$ cat src/hw/rtl/q2y_pkg.sv
// q2y_pkg: widths, payload structs and the CORDIC arctangent table for quaternion_to_yaw.
// No dependencies; every other file imports it.
package q2y_pkg;

    localparam int Q_W          = 16;          // quaternion component width
    localparam int PROD_W       = 32;          // 16x16 signed product
    localparam int TERM_W       = 34;          // sine/cosine terms, 1.0 = 2^30
    localparam int CW           = 37;          // CORDIC x/y datapath, headroom for gain
    localparam int ANG_W        = 34;          // angle accumulator, pi = 2^31
    localparam int OUT_W        = 17;          // yaw output, pi = 2^15
    localparam int RND_SH       = 16;          // accumulator to output scale
    localparam int RND_W        = ANG_W + 1 - RND_SH;

    localparam int CORDIC_STEPS = 16;
    localparam int ATAN_LEN     = 24;
    localparam int NSTEP        = (CORDIC_STEPS > ATAN_LEN) ? ATAN_LEN : CORDIC_STEPS;

    localparam int FIFO_DEPTH   = 2;
    localparam int FIFO_AW      = $clog2(FIFO_DEPTH);

    localparam logic signed [ANG_W-1:0] ANG_HALF_PI = ANG_W'(64'sd1073741824);
    localparam logic signed [TERM_W-1:0] TERM_ONE   = TERM_W'(64'sd1073741824);
    localparam logic signed [OUT_W-1:0]  YAW_PI     = OUT_W'(32768);

    typedef struct packed {
        logic signed [TERM_W-1:0] s;
        logic signed [TERM_W-1:0] c;
    } t_terms;

    typedef struct packed {
        logic                     vld;
        logic                     spec;     // sine term zero
        logic                     spec_neg; // cosine term negative
        logic signed [CW-1:0]     x;
        logic signed [CW-1:0]     y;
        logic signed [ANG_W-1:0]  z;
    } t_stage;

    // atan(2^-i)/pi * 2^31, rounded
    function automatic logic signed [ANG_W-1:0] atan_entry(input logic [4:0] idx);
        logic [31:0] v;
        case (idx)
            5'd0:    v = 32'h20000000;
            5'd1:    v = 32'h12E4051E;
            5'd2:    v = 32'h09FB385B;
            5'd3:    v = 32'h051111D4;
            5'd4:    v = 32'h028B0D43;
            5'd5:    v = 32'h0145D7E1;
            5'd6:    v = 32'h00A2F61E;
            5'd7:    v = 32'h00517C55;
            5'd8:    v = 32'h0028BE53;
            5'd9:    v = 32'h00145F2F;
            5'd10:   v = 32'h000A2F98;
            5'd11:   v = 32'h000517CC;
            5'd12:   v = 32'h00028BE6;
            5'd13:   v = 32'h000145F3;
            5'd14:   v = 32'h0000A2FA;
            5'd15:   v = 32'h0000517D;
            5'd16:   v = 32'h000028BE;
            5'd17:   v = 32'h0000145F;
            5'd18:   v = 32'h00000A30;
            5'd19:   v = 32'h00000518;
            5'd20:   v = 32'h0000028C;
            5'd21:   v = 32'h00000146;
            5'd22:   v = 32'h000000A3;
            5'd23:   v = 32'h00000051;
            default: v = 32'h00000000;
        endcase
        return {{(ANG_W-32){1'b0}}, v};
    endfunction

endpackage

$ cat src/hw/rtl/q2y_fifo.sv
// q2y_fifo: short queue of sine/cosine term pairs between front and CORDIC back end.
// Depends on q2y_pkg.
module q2y_fifo (
    input  logic            i_clk,
    input  logic            i_rst_n,
    input  logic            i_valid,
    output logic            o_ready,
    input  q2y_pkg::t_terms i_terms,
    output logic            o_valid,
    input  logic            i_ready,
    output q2y_pkg::t_terms o_terms
);
    import q2y_pkg::*;

    t_terms             mem [FIFO_DEPTH];
    logic [FIFO_AW-1:0] r_wr, r_rd;
    logic [FIFO_AW:0]   r_cnt;
    logic               push, pop;

    assign o_ready = r_cnt != (FIFO_AW+1)'(FIFO_DEPTH);
    assign o_valid = r_cnt != '0;
    assign o_terms = mem[r_rd];
    assign push    = i_valid && o_ready;
    assign pop     = o_valid && i_ready;

    always_ff @(posedge i_clk) begin
        if (!i_rst_n) begin
            r_wr  <= '0;
            r_rd  <= '0;
            r_cnt <= '0;
        end else begin
            if (push) r_wr <= r_wr + 1'b1;
            if (pop)  r_rd <= r_rd + 1'b1;
            r_cnt <= r_cnt + (FIFO_AW+1)'(push) - (FIFO_AW+1)'(pop);
        end
    end

    always_ff @(posedge i_clk) begin
        if (push) mem[r_wr] <= i_terms;
    end

endmodule

$ cat config.mk
export PLATFORM = sky130hd
export DESIGN_NAME = q2y_fifo
export DESIGN_NICKNAME = d
export VERILOG_FILES = /design/src/hw/rtl/q2y_pkg.sv /design/src/hw/rtl/q2y_fifo.sv
export SDC_FILE = /design/constraint.sdc
export NUM_CORES = 1
export LEC_CHECK = 0
export BUFFER_PORTS_ARGS = -buffer_cell sky130_fd_sc_hd__buf_2
export CAP_MARGIN = 0
export CORE_MARGIN = 3
export CORE_UTILIZATION = 30
export CTS_CLUSTER_DIAMETER = 120
export CTS_CLUSTER_SIZE = 14
export DETAILED_ROUTE_END_ITERATION = 8
export GPL_TIMING_DRIVEN = 0
export SLEW_MARGIN = 10
export SYNTH_ARGS = -nofsm -noshare
export SYNTH_HDL_FRONTEND = slang
export SYNTH_SLANG_ARGS = --single-unit
$ cat constraint.sdc
create_clock -name i_clk -period 3.38 [get_ports i_clk]
set_input_delay 0.676 -clock i_clk [delete_from_list [all_inputs] [get_ports i_clk]]
set_output_delay 0.676 -clock i_clk [all_outputs]
set_load 0.05 [all_outputs]
# Word-level counts from Yosys, hierarchy flattened
# Memories as Yosys holds them, arrays and structs flattened. A register that Yosys moved wholly into a read port is not among the register bits.
# Cells that the tools add are included.
[word_totals]
register_bits = 4
ramBits = 136
input_bits = 72
out_inout_bits = 70
wordCells = 16
n_memories = 1
[memory_table]
columns = ["name", "words", "word_bits", "read_ports", "rd_clocked_by_memory_dff", "write_ports", "line", "text"]
rows = [
  ["mem", 2, 68, 1, 1, 1, "q2y_fifo.sv:15", "t_terms mem [FIFO_DEPTH];"],
]
[classes]
n_addsub = 4
eq_ne = 1
muxes = 4
reduce_logical = 3
[ops]
columns = ["cell", "count"]
rows = [
  ["2-to-1 mux 1 bit", 4],
  ["adder 1 bit, second input constant", 2],
  ["adder 2 x 1 -> 2 bit", 1],
  ["logical AND 1 bit", 2],
  ["inequality test 2 bit, second input constant", 1],
  ["nonzero test 2 bit", 1],
  ["subtractor 2 x 1 -> 2 bit", 1],
]

# Logic depth before layout (Yosys ltp)
[depth]
depth_word = 4
ltp_mapped = 6
ltp_nobuf = 6

# Worst setup path after synthesis
# Ideal clock, no wire load.
[synth_path]
path_kind = "register -> register"
from = "reg r_cnt[0]"
to = "mem mem[1][0] (netlist name), enable pin"
setup_time_ps = 434
arrival_time_ps = 2646
t_required_ps = 2946
setup_slack_ps = 301
stages_incl_launch_ff = 3
path_buffers = 0
synth_period_minus_slack_ps = 3079
cell_sequence = "dfxtp_1 > nand2b_1 > and3_1"
[synth_between]
elab_chain_len = 4
[synth_rtl]
columns = ["element", "line", "text"]
rows = [
  ["start, declared", "q2y_fifo.sv:17", "logic [FIFO_AW:0] r_cnt;"],
  ["start signal, assigned", "q2y_fifo.sv:34", "r_cnt <= r_cnt + (FIFO_AW+1)'(push) - (FIFO_AW+1)'(pop);"],
  ["inequality test 2 bit", "q2y_fifo.sv:20", "assign o_ready = r_cnt != (FIFO_AW+1)'(FIFO_DEPTH);"],
  ["via o_ready", "q2y_fifo.sv:7", "output logic o_ready,"],
  ["logical AND 1 bit", "q2y_fifo.sv:23", "assign push = i_valid && o_ready;"],
  ["2-to-1 mux 1 bit", "q2y_fifo.sv:39", "if (push) mem[r_wr] <= i_terms;"],
  ["2-to-1 mux 1 bit (implied by the code)", "q2y_fifo.sv:39", ""],
  ["end, declared", "q2y_fifo.sv:15", ""],
]
# The timed path passes the listed nets, and every way through them passes these cells.

==> impl_metrics.yaml <==
clock_network:
  insertion_delay_ns: 0.40
  cts_max_level: 4
  ctsLongestPathBuffers: 2
  clockRootBuffer: "clkbuf_16"
  clkTransAtPathRegs_ns: 0.06
  cts.sinks: 141
  cts_resized: 0
  cts_buffers: 17
  cts_tree: "yes"
  hold_buffers: 0
  post_cts_buffers: 0
layout:
  final_cell_mix: "buf_2, edfxtp_1, mux2_2"
  fin_nets: 476
  multi_input_area_sq_um: 1005
  fill_cells: 1552
  mostFrequentLayoutCell: "buf_2"
  drive_above_1_share_pct: 60.82
  post-route-util_pct: 40.43
  area_delta_synth_final_pct: 29.71
  diodes: 0
  fin_area_sq_um: 6823
  seq_area_sq_um: 4184
setup_path:
  critPathLaunchType: "register"
  critical-path-max-stage-delay_ns: 0.32
  cp.arrival_ns: 1.71
  worst_path_max_delay_cell: "dfxtp_1"
  crit_type: "register to primary output"
  path_cells: "buf_6 -> buf_6 -> buf_8 -> mux2_4 -> buf_2"
  reg2reg_from: "r_cnt[0]$_SDFF_PN0_"
  endpoint_kind: "primary output"
  reg2reg_depth: 3
  timing.reg2reg.setup_slack_ns: 1.49
  path_max_fanout: 10
  cp.required_ns: 2.70
  crit_path_frequent_cell: "buf_6"
  rr_endpoint: "mem[1][56]$_DFFE_PP_"
sta:
  max-slew-margin-rel_pct: 63.26
  finalSetupViolations: 0
  period_minus_slack_ns: 2.390
  fin_skew_ns: 0.004339
  fmax_mhz: 418.5
  hold_viol: 0
  fin_setup_tns_ns: 0
  grt_setup_unrepaired: "false"
  layout_worst_path_cycle_share_pct: 70.70
  maxSlewViolCount: 0
  worst_pin_slew_ns: 0.5511
route:
  dr.first_iter.drc_count: 79
  routed_wirelength_mm: 9.863
  via_count: 2722
  vias_per_cell: 4.280
  drc: 0
  wl_per_cell_um: 15.51
  first_pass_iters: 4
  ant_nets: 0
floorplan:
  dieArea_sq_um: 19160
  core_area_sq_um: 16880
  dieWidth_um: 138.4
  start_util_pct: 31.17
  rows: 47
  ios: 142
  die_y_um: 138.4
min_path:
  min_path_type: "input port to register"
  hold_depth: 1
  worstHoldStart: "i_terms[21]"
  holdPathEnd: "mem[1][21]$_DFFE_PP_"
power:
  peakVddDrop_mv: 0.4774
  p_leak_nw: 2.585
  power.density_nw_per_um2: 806.9
  report.power.total_mw: 5.505
outcome:
  status: "complete, no violations"
grt:
  grt_use_met3_pct: 4.282
  overflow: 0
  gr-usage-all-layers_pct: 10.33
  grt_max_degree: 38
  grt_pass1_wl_mm: 15.21
  busiest_layer: "met2"
  grtUsageMet1_pct: 11.42
  grt_use_met2_pct: 17.50
  grt_pass1_vias: 2917
  grt_antenna_before_repair: 1
yosys:
  synth_largest_type_area_fraction_pct: 77.64
  syn-cell-area_sq_um: 5260
  avgSynthCellArea_sq_um: 21.83
  syn-num-nets: 314
  yosys.area.top_type: "edfxtp_1"
  ys_types: 25
  ys_ff_latch: 141
  synthTopCellsByArea: "edfxtp_1, mux2_2, mux2_4, dfxtp_1, buf_8"
  synth_warnings: 0
  synthCells: 241
  yosysSeqAreaShare_pct: 79.54
placement:
  place_area_sq_um: 6289
  place_hpwl_mm: 6.709
  place_congestion: 0.6864
  io_buffers: 141
flow_run:
  cap_violations: 0
cell families (layout without fill, tap and decap cells):
| family | count (synthesis) | in the layout | synth area share [%] |
|---|---|---|---|
| xor gates and xnor gates | 1 | 1 | 0.1665 |
| and+or+nand+nor | 13 | 13 | 1.404 |
| DFF | 141 | 141 | 79.54 |
| buffers and inverters | 9 | 184 | 1.451 |
| adders and majority gates | 1 | 1 | 0.2378 |
| muxes | 69 | 69 | 16.18 |
| AOI/OAI and AO/OA | 7 | 7 | 1.023 |
worst max path at each step:
stage | startpoint | end | depth (start not counted)
global placement | i_valid | mem[1][46]$_DFFE_PP_ | 2
global route | register | o_terms[39] | 5
CTS | register | o_terms[39] | 5
finish | register | o_terms[39] | 5
floorplan | r_cnt[0]$_SDFF_PN0_ | mem[1][0]$_DFFE_PP_ | 2
detailed placement | i_valid | mem[1][36]$_DFFE_PP_ | 3
where the power goes:
part	switching [mW]	internal, mW	total, mW
clock network	0.671	0.999	1.67
registers	0.0497	2.13	2.18
logic	1.15	0.510	1.66
total	1.87	3.63	5.51
flip-flops by register name (all words and copies together) (netlist names), named ones only:
signal / flops
r_cnt: 2
mem: 136
r_rd: 1
r_wr: 1
worst max-delay path, delay by kind of cell, from the launching register on:
family	cells	cell delay (ns)
buffers and inverters	4	0.66
DFF	1	0.32
muxes	1	0.31
cells in the mapped netlist:
library cell	count
edfxtp_1	136
mux2_2	48
mux2_4	20
dfxtp_1	5
buf_2	4
and2_1	3
a21bo_2	2
buf_6	2
buf_8	2
nand2b_1	2
nor2_1	2
o21ai_0	2
a211oi_1	1
a21boi_0	1
a32oi_1	1
and3_1	1
ha_1	1
inv_1	1
mux2i_1	1
nand2_1	1
nand3_1	1
nand3b_1	1
nor2b_1	1
or2_2	1
xnor2_1	1
through the flow:
stage               setup WS, ns  std cells  hold WS (ns)
finish                    0.9903        636        0.4545
global route              0.8971        636        0.4307
CTS                       0.9289        636        0.4254
detailed placement         1.308        604        0.5728
global placement         -0.5182        602        0.5402
floorplan                 0.3005        241        0.5285
routing by layer:
metal | share of wire [%] | vias up
met2 | 51 | 92
met4 | 1.8 | 2
met5 | 0.13 | -
met1 | 40 | 1337
li1 | - | 1277
met3 | 7.1 | 14
layout make-up:
| class | instances | area share, % |
|---|---|---|
| well taps | 220 | 4.034 |
| clock inverters | 13 | 1.485 |
| flip-flops and latches | 141 | 61.32 |
| clock buffers | 19 | 6.345 |
| inverters | 1 | 0.09169 |
| plain buffers | 8 | 1.064 |
| multi-input cells | 91 | 14.73 |
| repair buffers | 143 | 10.93 |
Power figures use the tool's default switching activity.
