--- src/hw/rtl/q2y_pkg.sv ---
// q2y_pkg: widths, payload structs and the CORDIC arctangent table for quaternion_to_yaw.
// No dependencies; every other file imports it.
package q2y_pkg;

    localparam int Q_W          = 16;          // quaternion component width
    localparam int PROD_W       = 32;          // 16x16 signed product
    localparam int TERM_W       = 34;          // sine/cosine terms, 1.0 = 2^30
    localparam int CW           = 37;          // CORDIC x/y datapath, headroom for gain
    localparam int ANG_W        = 34;          // angle accumulator, pi = 2^31
    localparam int OUT_W        = 17;          // yaw output, pi = 2^15
    localparam int RND_SH       = 16;          // accumulator to output scale
    localparam int RND_W        = ANG_W + 1 - RND_SH;

    localparam int CORDIC_STEPS = 16;
    localparam int ATAN_LEN     = 24;
    localparam int NSTEP        = (CORDIC_STEPS > ATAN_LEN) ? ATAN_LEN : CORDIC_STEPS;

    localparam int FIFO_DEPTH   = 2;
    localparam int FIFO_AW      = $clog2(FIFO_DEPTH);

    localparam logic signed [ANG_W-1:0] ANG_HALF_PI = ANG_W'(64'sd1073741824);
    localparam logic signed [TERM_W-1:0] TERM_ONE   = TERM_W'(64'sd1073741824);
    localparam logic signed [OUT_W-1:0]  YAW_PI     = OUT_W'(32768);

    typedef struct packed {
        logic signed [TERM_W-1:0] s;
        logic signed [TERM_W-1:0] c;
    } t_terms;

    typedef struct packed {
        logic                     vld;
        logic                     spec;     // sine term zero
        logic                     spec_neg; // cosine term negative
        logic signed [CW-1:0]     x;
        logic signed [CW-1:0]     y;
        logic signed [ANG_W-1:0]  z;
    } t_stage;

    // atan(2^-i)/pi * 2^31, rounded
    function automatic logic signed [ANG_W-1:0] atan_entry(input logic [4:0] idx);
        logic [31:0] v;
        case (idx)
            5'd0:    v = 32'h20000000;
            5'd1:    v = 32'h12E4051E;
            5'd2:    v = 32'h09FB385B;
            5'd3:    v = 32'h051111D4;
            5'd4:    v = 32'h028B0D43;
            5'd5:    v = 32'h0145D7E1;
            5'd6:    v = 32'h00A2F61E;
            5'd7:    v = 32'h00517C55;
            5'd8:    v = 32'h0028BE53;
            5'd9:    v = 32'h00145F2F;
            5'd10:   v = 32'h000A2F98;
            5'd11:   v = 32'h000517CC;
            5'd12:   v = 32'h00028BE6;
            5'd13:   v = 32'h000145F3;
            5'd14:   v = 32'h0000A2FA;
            5'd15:   v = 32'h0000517D;
            5'd16:   v = 32'h000028BE;
            5'd17:   v = 32'h0000145F;
            5'd18:   v = 32'h00000A30;
            5'd19:   v = 32'h00000518;
            5'd20:   v = 32'h0000028C;
            5'd21:   v = 32'h00000146;
            5'd22:   v = 32'h000000A3;
            5'd23:   v = 32'h00000051;
            default: v = 32'h00000000;
        endcase
        return {{(ANG_W-32){1'b0}}, v};
    endfunction

endpackage

--- src/hw/rtl/q2y_front.sv ---
// q2y_front: input side. Registers the four products, then the sine and cosine terms.
// Depends on q2y_pkg.
module q2y_front (
    input  logic                        i_clk,
    input  logic                        i_rst_n,
    input  logic                        i_valid,
    output logic                        o_ready,
    input  logic signed [q2y_pkg::Q_W-1:0] i_quat_w,
    input  logic signed [q2y_pkg::Q_W-1:0] i_quat_x,
    input  logic signed [q2y_pkg::Q_W-1:0] i_quat_y,
    input  logic signed [q2y_pkg::Q_W-1:0] i_quat_z,
    output logic                        o_valid,
    input  logic                        i_ready,
    output q2y_pkg::t_terms             o_terms
);
    import q2y_pkg::*;

    logic                     r_v1, r_v2;
    logic signed [PROD_W-1:0] r_wz, r_xy, r_yy, r_zz;
    t_terms                   r_terms, n_terms;
    logic                     rdy1, rdy2;
    logic signed [TERM_W-1:0] sum_s, sum_c;

    assign rdy2    = !r_v2 || i_ready;
    assign rdy1    = !r_v1 || rdy2;
    assign o_ready = rdy1;
    assign o_valid = r_v2;
    assign o_terms = r_terms;

    // S = 2(wz+xy), C = 1 - 2(yy+zz), exact
    always_comb begin
        sum_s     = TERM_W'(r_wz) + TERM_W'(r_xy);
        sum_c     = TERM_W'(r_yy) + TERM_W'(r_zz);
        n_terms.s = sum_s <<< 1;
        n_terms.c = TERM_ONE - (sum_c <<< 1);
    end

    always_ff @(posedge i_clk) begin
        if (!i_rst_n) begin
            r_v1 <= 1'b0;
            r_v2 <= 1'b0;
        end else begin
            if (rdy1) r_v1 <= i_valid;
            if (rdy2) r_v2 <= r_v1;
        end
    end

    always_ff @(posedge i_clk) begin
        if (rdy1 && i_valid) begin
            r_wz <= i_quat_w * i_quat_z;
            r_xy <= i_quat_x * i_quat_y;
            r_yy <= i_quat_y * i_quat_y;
            r_zz <= i_quat_z * i_quat_z;
        end
        if (rdy2 && r_v1) r_terms <= n_terms;
    end

endmodule

--- config.mk ---
export PLATFORM = sky130hd
export DESIGN_NAME = q2y_front
export DESIGN_NICKNAME = d
export VERILOG_FILES = /design/src/hw/rtl/q2y_pkg.sv /design/src/hw/rtl/q2y_front.sv
export SDC_FILE = /design/constraint.sdc
export NUM_CORES = 2
export LEC_CHECK = 0
export ABC_AREA = 1
export BUFFER_PORTS_ARGS = -buffer_cell sky130_fd_sc_hd__clkbuf_2
export CAP_MARGIN = 0
export CORE_MARGIN = 2
export CORE_UTILIZATION = 24
export CTS_BUF_LIST = sky130_fd_sc_hd__clkbuf_16
export DETAILED_ROUTE_END_ITERATION = 16
export PLACE_DENSITY = 0.42
export SYNTH_ARGS = -nofsm -noshare
export SYNTH_HDL_FRONTEND = slang
export SYNTH_SLANG_ARGS = --single-unit
--- constraint.sdc ---
create_clock -name i_clk -period 9.3 [get_ports i_clk]
set_clock_uncertainty 0.05 [all_clocks]
set_input_delay 1.86 -clock i_clk [delete_from_list [all_inputs] [get_ports i_clk]]
set_output_delay 1.86 -clock i_clk [all_outputs]
set_load 0.01 [all_outputs]
== Yosys cells after proc, flatten, opt, wreduce, memory -nomap -nowiden ==
Cells that the tools add are included.

* Flip-flop bits (word level): 197
* Bits of input ports: 68
* Output and inout port bits: 70

* Add/sub/neg operators: 3
* $mul: 4
* Reductions and logical operators: 6

{| class="wikitable"
|+ Operators with widths
! operator !! number
|-
| 16-bit by 16-bit multiplier with 32-bit output || 4
|-
| 32-bit by 32-bit adder with 33-bit output || 2
|-
| 32-bit by 34-bit subtractor with 34-bit output, first input constant || 1
|-
| 1-bit logical AND || 2
|-
| 1-bit logical NOT || 2
|-
| 1-bit logical OR || 2
|}

== Depth between registers and ports, before layout ==
* Depth in word-level cells: 4
* Mapped depth: 27
* Depth with buffers taken out: 25

== Worst setup path before layout ==
No wires, ideal clock.

* Path kind: input -> register
* From: input i_quat_y[1] in the netlist's numbering
* To: register r_xy[29], data pin
* Library setup time: 0.266 ns
* Data arrival time: 7.311 ns
* Required time: 8.984 ns
* Setup slack: 1.673 ns
* Cell stages on the path: 21
* Buffers on the path: 2
* Cell sequence: clkbuf_1 clkbuf_1 nand2_1 inv_1 fa_1 fa_1 fa_1 fa_1 fa_1 inv_1 fa_1 inv_1 ha_1 nand2_1 nor4_1 nand3_1 nand3_1 nand3_1 nand2_1 a21boi_0 xor2_1

* Word-level cells in the longest chain between the ends: 1

{| class="wikitable"
|+ Ends and longest elaborated chain
! item !! RTL line !! text
|-
| from (decl) || q2y_front.sv:10 || <nowiki>input logic signed [q2y_pkg::Q_W-1:0] i_quat_y,</nowiki>
|-
| 16-bit by 16-bit multiplier with 32-bit output || q2y_front.sv:51 || <nowiki>r_xy <= i_quat_x * i_quat_y;</nowiki>
|-
| to (signal assigned) || q2y_front.sv:51 ||
|-
| to (decl) || q2y_front.sv:19 || <nowiki>logic signed [PROD_W-1:0] r_wz, r_xy, r_yy, r_zz;</nowiki>
|}

No other way between the ends.
A chain may end at the register's enable or synchronous reset.

== Worst setup path in the final report ==
* From: input i_quat_z[2] in the netlist's numbering
* To: register r_zz[22], data pin

* Word-level cells in the longest chain between the ends: 1

{| class="wikitable"
|+ Ends and longest elaborated chain
! item !! RTL line !! text
|-
| from (decl) || q2y_front.sv:11 || <nowiki>input logic signed [q2y_pkg::Q_W-1:0] i_quat_z,</nowiki>
|-
| 16-bit by 16-bit multiplier with 32-bit output || q2y_front.sv:53 || <nowiki>r_zz <= i_quat_z * i_quat_z;</nowiki>
|-
| to (signal assigned) || q2y_front.sv:53 ||
|-
| to (decl) || q2y_front.sv:19 ||
|}

No other way between the ends.

==> results.toml <==
[clock_tree]
clkSinkCount = 194
post_cts_buffers = 0
clk_path_buf_depth = 2
clkSlewWorstSetupHoldPaths_ns = 0.07
cts_inserted_buffers = 17
ctsResizeCount = 0
root_buffer = "clkbuf_16"
cts_tree = "done"
htree_levels = 4
ctsHoldBuffers = 0
clk_latency_ns = 0.52

[critical_path]
rr_startpoint = "r_wz[0]$_DFFE_PP_"
critical_path.max_fanout = 20
rrSetupSlack_ns = 6.05
reg2reg_to = "o_terms[53]$_DFFE_PP_"
cp.arrival_ns = 8.16
worstSetupPathType = "primary input to register"
r2r_cells = 12
cp-start-kind = "primary input"
end_kind = "register"
required_ns = 9.59

[floorplan]
die-width_um = 456
core_sq_mm = 0.203
rows = 165
dieArea_sq_mm = 0.208
io_pins = 138
start_util = 0.242
die_y_um = 456

[placement]
dp_cells = 8513
port_buffers = 135
hpwl_um = 118000
place_congestion = 0.861

[synth]
synth_area_leaders = "fa_1, inv_1, edfxtp_1"
ys_warn_count = 0
ys_ff_latch = 194
synth_top_area_frac = 0.405
synthArstFlopShare = 0
syn_avg_cell_area_sq_um = 8.39
synth-main-ff-cell = "edfxtp_1"
synthesis.area_sq_mm = 0.0490
synth_cell_types = 43
yosysSeqAreaShare = 0.119
synth_edf_count = 192
synthCells = 5836
yosysTopAreaCell = "fa_1"

[cells_and_area]
seq_area_sq_mm = 0.00581
drive_gt1_frac = 0.0421
fin_cells = 8545
nFillCells = 22003
area_growth_pct = 8.77
multiInputGateArea_sq_mm = 0.0358
nNetsFinal = 7327
n_antenna_cell = 0

[routing]
drc = 0
vias = 35016
post_drt_wl_per_cell_um = 16.1
firstDrtPassIters = 5
drt-total-wl_um = 138000
drtIter0Drc = 1519
via_per_inst = 4.10
drtAntennaViolNets = 0

[worst_hold_path]
min_path_cells = 2
min_from = "o_valid$_SDFFE_PN0P_"
worst_hold_path_type = "register to register"
min_to = "o_valid$_SDFFE_PN0P_"

[timing]
slew_headroom = 0.331
period_share = 0.846
setup_tns_ns = 0
clock.fmax_ghz = 0.127
layout_min_cycle_time_ns = 7.87
tightestPinTransition_ns = 1.00
setup_viol = 0
drv_slew = 0
hold-worst-slack_ns = 0.476
final-hold-violation-count = 0
rsz0062_at_grt = "false"

[global_route]
globalRouteOverflowTotal = 0
track_usage = 0.137
grt_pass1_vias = 38805
grt_antenna_before_repair = 4
grt_max_degree = 65
grt_pass1_wl_um = 221000

[run]
drv_cap = 0

[outcome]
status = "finished clean"
[stage by stage]
step | utilization | setup slack (ns) | area (sq um)
after floorplan | - | 1.67 | 49000
after global placement | 0.260 | 0.848 | 52700
after detailed placement | 0.260 | 0.848 | 52700
after CTS | 0.263 | 1.41 | 53300
after global routing | 0.263 | 1.05 | 53300
final | 0.263 | 1.43 | 53300
[Yosys cell counts (2+ instances only)]
| cell | instances |
|---|---|
| o211ai_1 | 7 |
| nand3b_1 | 3 |
| nand2_4 | 2 |
| xor2_1 | 141 |
| nor3_1 | 32 |
| a211oi_1 | 3 |
| clkbuf_1 | 167 |
| inv_1 | 1797 |
| o21bai_1 | 21 |
| nor2_1 | 194 |
| a21oi_1 | 191 |
| fa_1 | 991 |
| xnor2_1 | 86 |
| nor3_2 | 2 |
| a21o_1 | 19 |
| dfxtp_1 | 2 |
| nand4_1 | 32 |
| o21ai_0 | 74 |
| nand2_1 | 1268 |
| ha_1 | 408 |
| nor2_2 | 5 |
| nand3_1 | 113 |
| edfxtp_1 | 192 |
| a31o_2 | 4 |
| nand2_2 | 6 |
| o21a_1 | 6 |
| nor4_1 | 9 |
| a21boi_0 | 11 |
| buf_4 | 2 |
| nor2_8 | 2 |
| o31ai_1 | 2 |
| o2111ai_1 | 4 |
| and3_1 | 2 |
| and2_1 | 3 |
| nand3_2 | 3 |
| buf_1 | 2 |
| or2_2 | 12 |
| a31oi_1 | 13 |
[cells in the final DEF, fill, tap and decap left out, types with 9 or more instances in the layout]
| master | Yosys | routed |
|---|---|---|
| ha_1 | 408 | 408 |
| xnor2_1 | 86 | 86 |
| clkbuf_16 | 0 | 17 |
| xor2_1 | 141 | 141 |
| o21ai_0 | 74 | 74 |
| o21bai_1 | 21 | 21 |
| or2_2 | 12 | 12 |
| inv_1 | 1797 | 1797 |
| edfxtp_1 | 192 | 192 |
| nand4_1 | 32 | 32 |
| nor4_1 | 9 | 9 |
| a21boi_0 | 11 | 11 |
| nor3_1 | 32 | 32 |
| nand2_1 | 1268 | 1268 |
| a21oi_1 | 191 | 190 |
| fa_1 | 991 | 991 |
| clkbuf_2 | 0 | 135 |
| a31oi_1 | 13 | 13 |
| a21o_1 | 19 | 19 |
| nand3_1 | 113 | 113 |
| nor2_1 | 194 | 194 |
| buf_4 | 2 | 40 |
[cell type report]
| cell class | count | share of cell area |
|---|---|---|
| Tap cell | 2672 | 0.0628 |
| Clock inverter | 15 | 0.00338 |
| Inverter | 1797 | 0.127 |
| Timing Repair Buffer | 175 | 0.0183 |
| Clock buffer | 17 | 0.00799 |
| Sequential cell | 194 | 0.109 |
| Multi-Input combinational cell | 3675 | 0.672 |
[logic make-up (layout without fill, tap and decap cells)]
| family | after synthesis | in the layout | share of synthesized area |
|---|---|---|---|
| buf+inv | 1968 | 2004 | 0.151 |
| simple gates | 1690 | 1690 | 0.139 |
| fa+ha+maj | 1399 | 1399 | 0.509 |
| compound gates | 356 | 356 | 0.0409 |
| xor+xnor | 228 | 228 | 0.0409 |
| flops | 194 | 194 | 0.119 |
| other cells | 1 | 2 | 0.0000766 |
[worst max path at each step]
stage                startpoint            endpoint  slack, ns  cells past startpoint
global route        i_quat_z[9]  r_zz[22]$_DFFE_PP_       1.05                     22
global placement    i_quat_z[9]  r_zz[22]$_DFFE_PP_       0.85                     22
finish              i_quat_z[2]  r_zz[22]$_DFFE_PP_       1.43                     22
floorplan           i_quat_y[1]  r_xy[29]$_DFFE_PP_       1.67                     21
detailed placement  i_quat_z[9]  r_zz[22]$_DFFE_PP_       0.85                     22
CTS                 i_quat_z[9]  r_zz[22]$_DFFE_PP_       1.41                     22
[flip-flops by register name, summed over array words and instances (netlist names)]
register / count
r_yy: 31
o_valid: 1
o_terms: 66
r_xy: 32
r_v1: 1
r_wz: 32
r_zz: 31
[layer usage]
layer  global-route usage  vias up  part of all wire
met1                0.170    17628              0.43
li1                     -    16917                 -
met2                0.254      386              0.52
met3               0.0165       85             0.026
met4               0.0236        0             0.015
met5                    0        -                 0
[worst max-delay path, stage by stage]
cell and delay [ns]:
clkbuf_2 0.49, buf_4 0.38, nand2_1 0.16, fa_1 0.53, fa_1 0.53, fa_1 0.53, inv_1 0.06, fa_1 0.49
fa_1 0.50, inv_1 0.05, fa_1 0.47, inv_1 0.06, ha_1 0.36, nand2_1 0.18, inv_1 0.06, a21oi_1 0.23
nand2_1 0.08, o21bai_1 0.23, a21oi_1 0.28, o21ai_0 0.18, a21oi_1 0.20, xor2_1 0.21
Power is left out: the tool's default activity adds up to more than one toggle a clock period on the data nets, which glitch-free logic cannot reach.
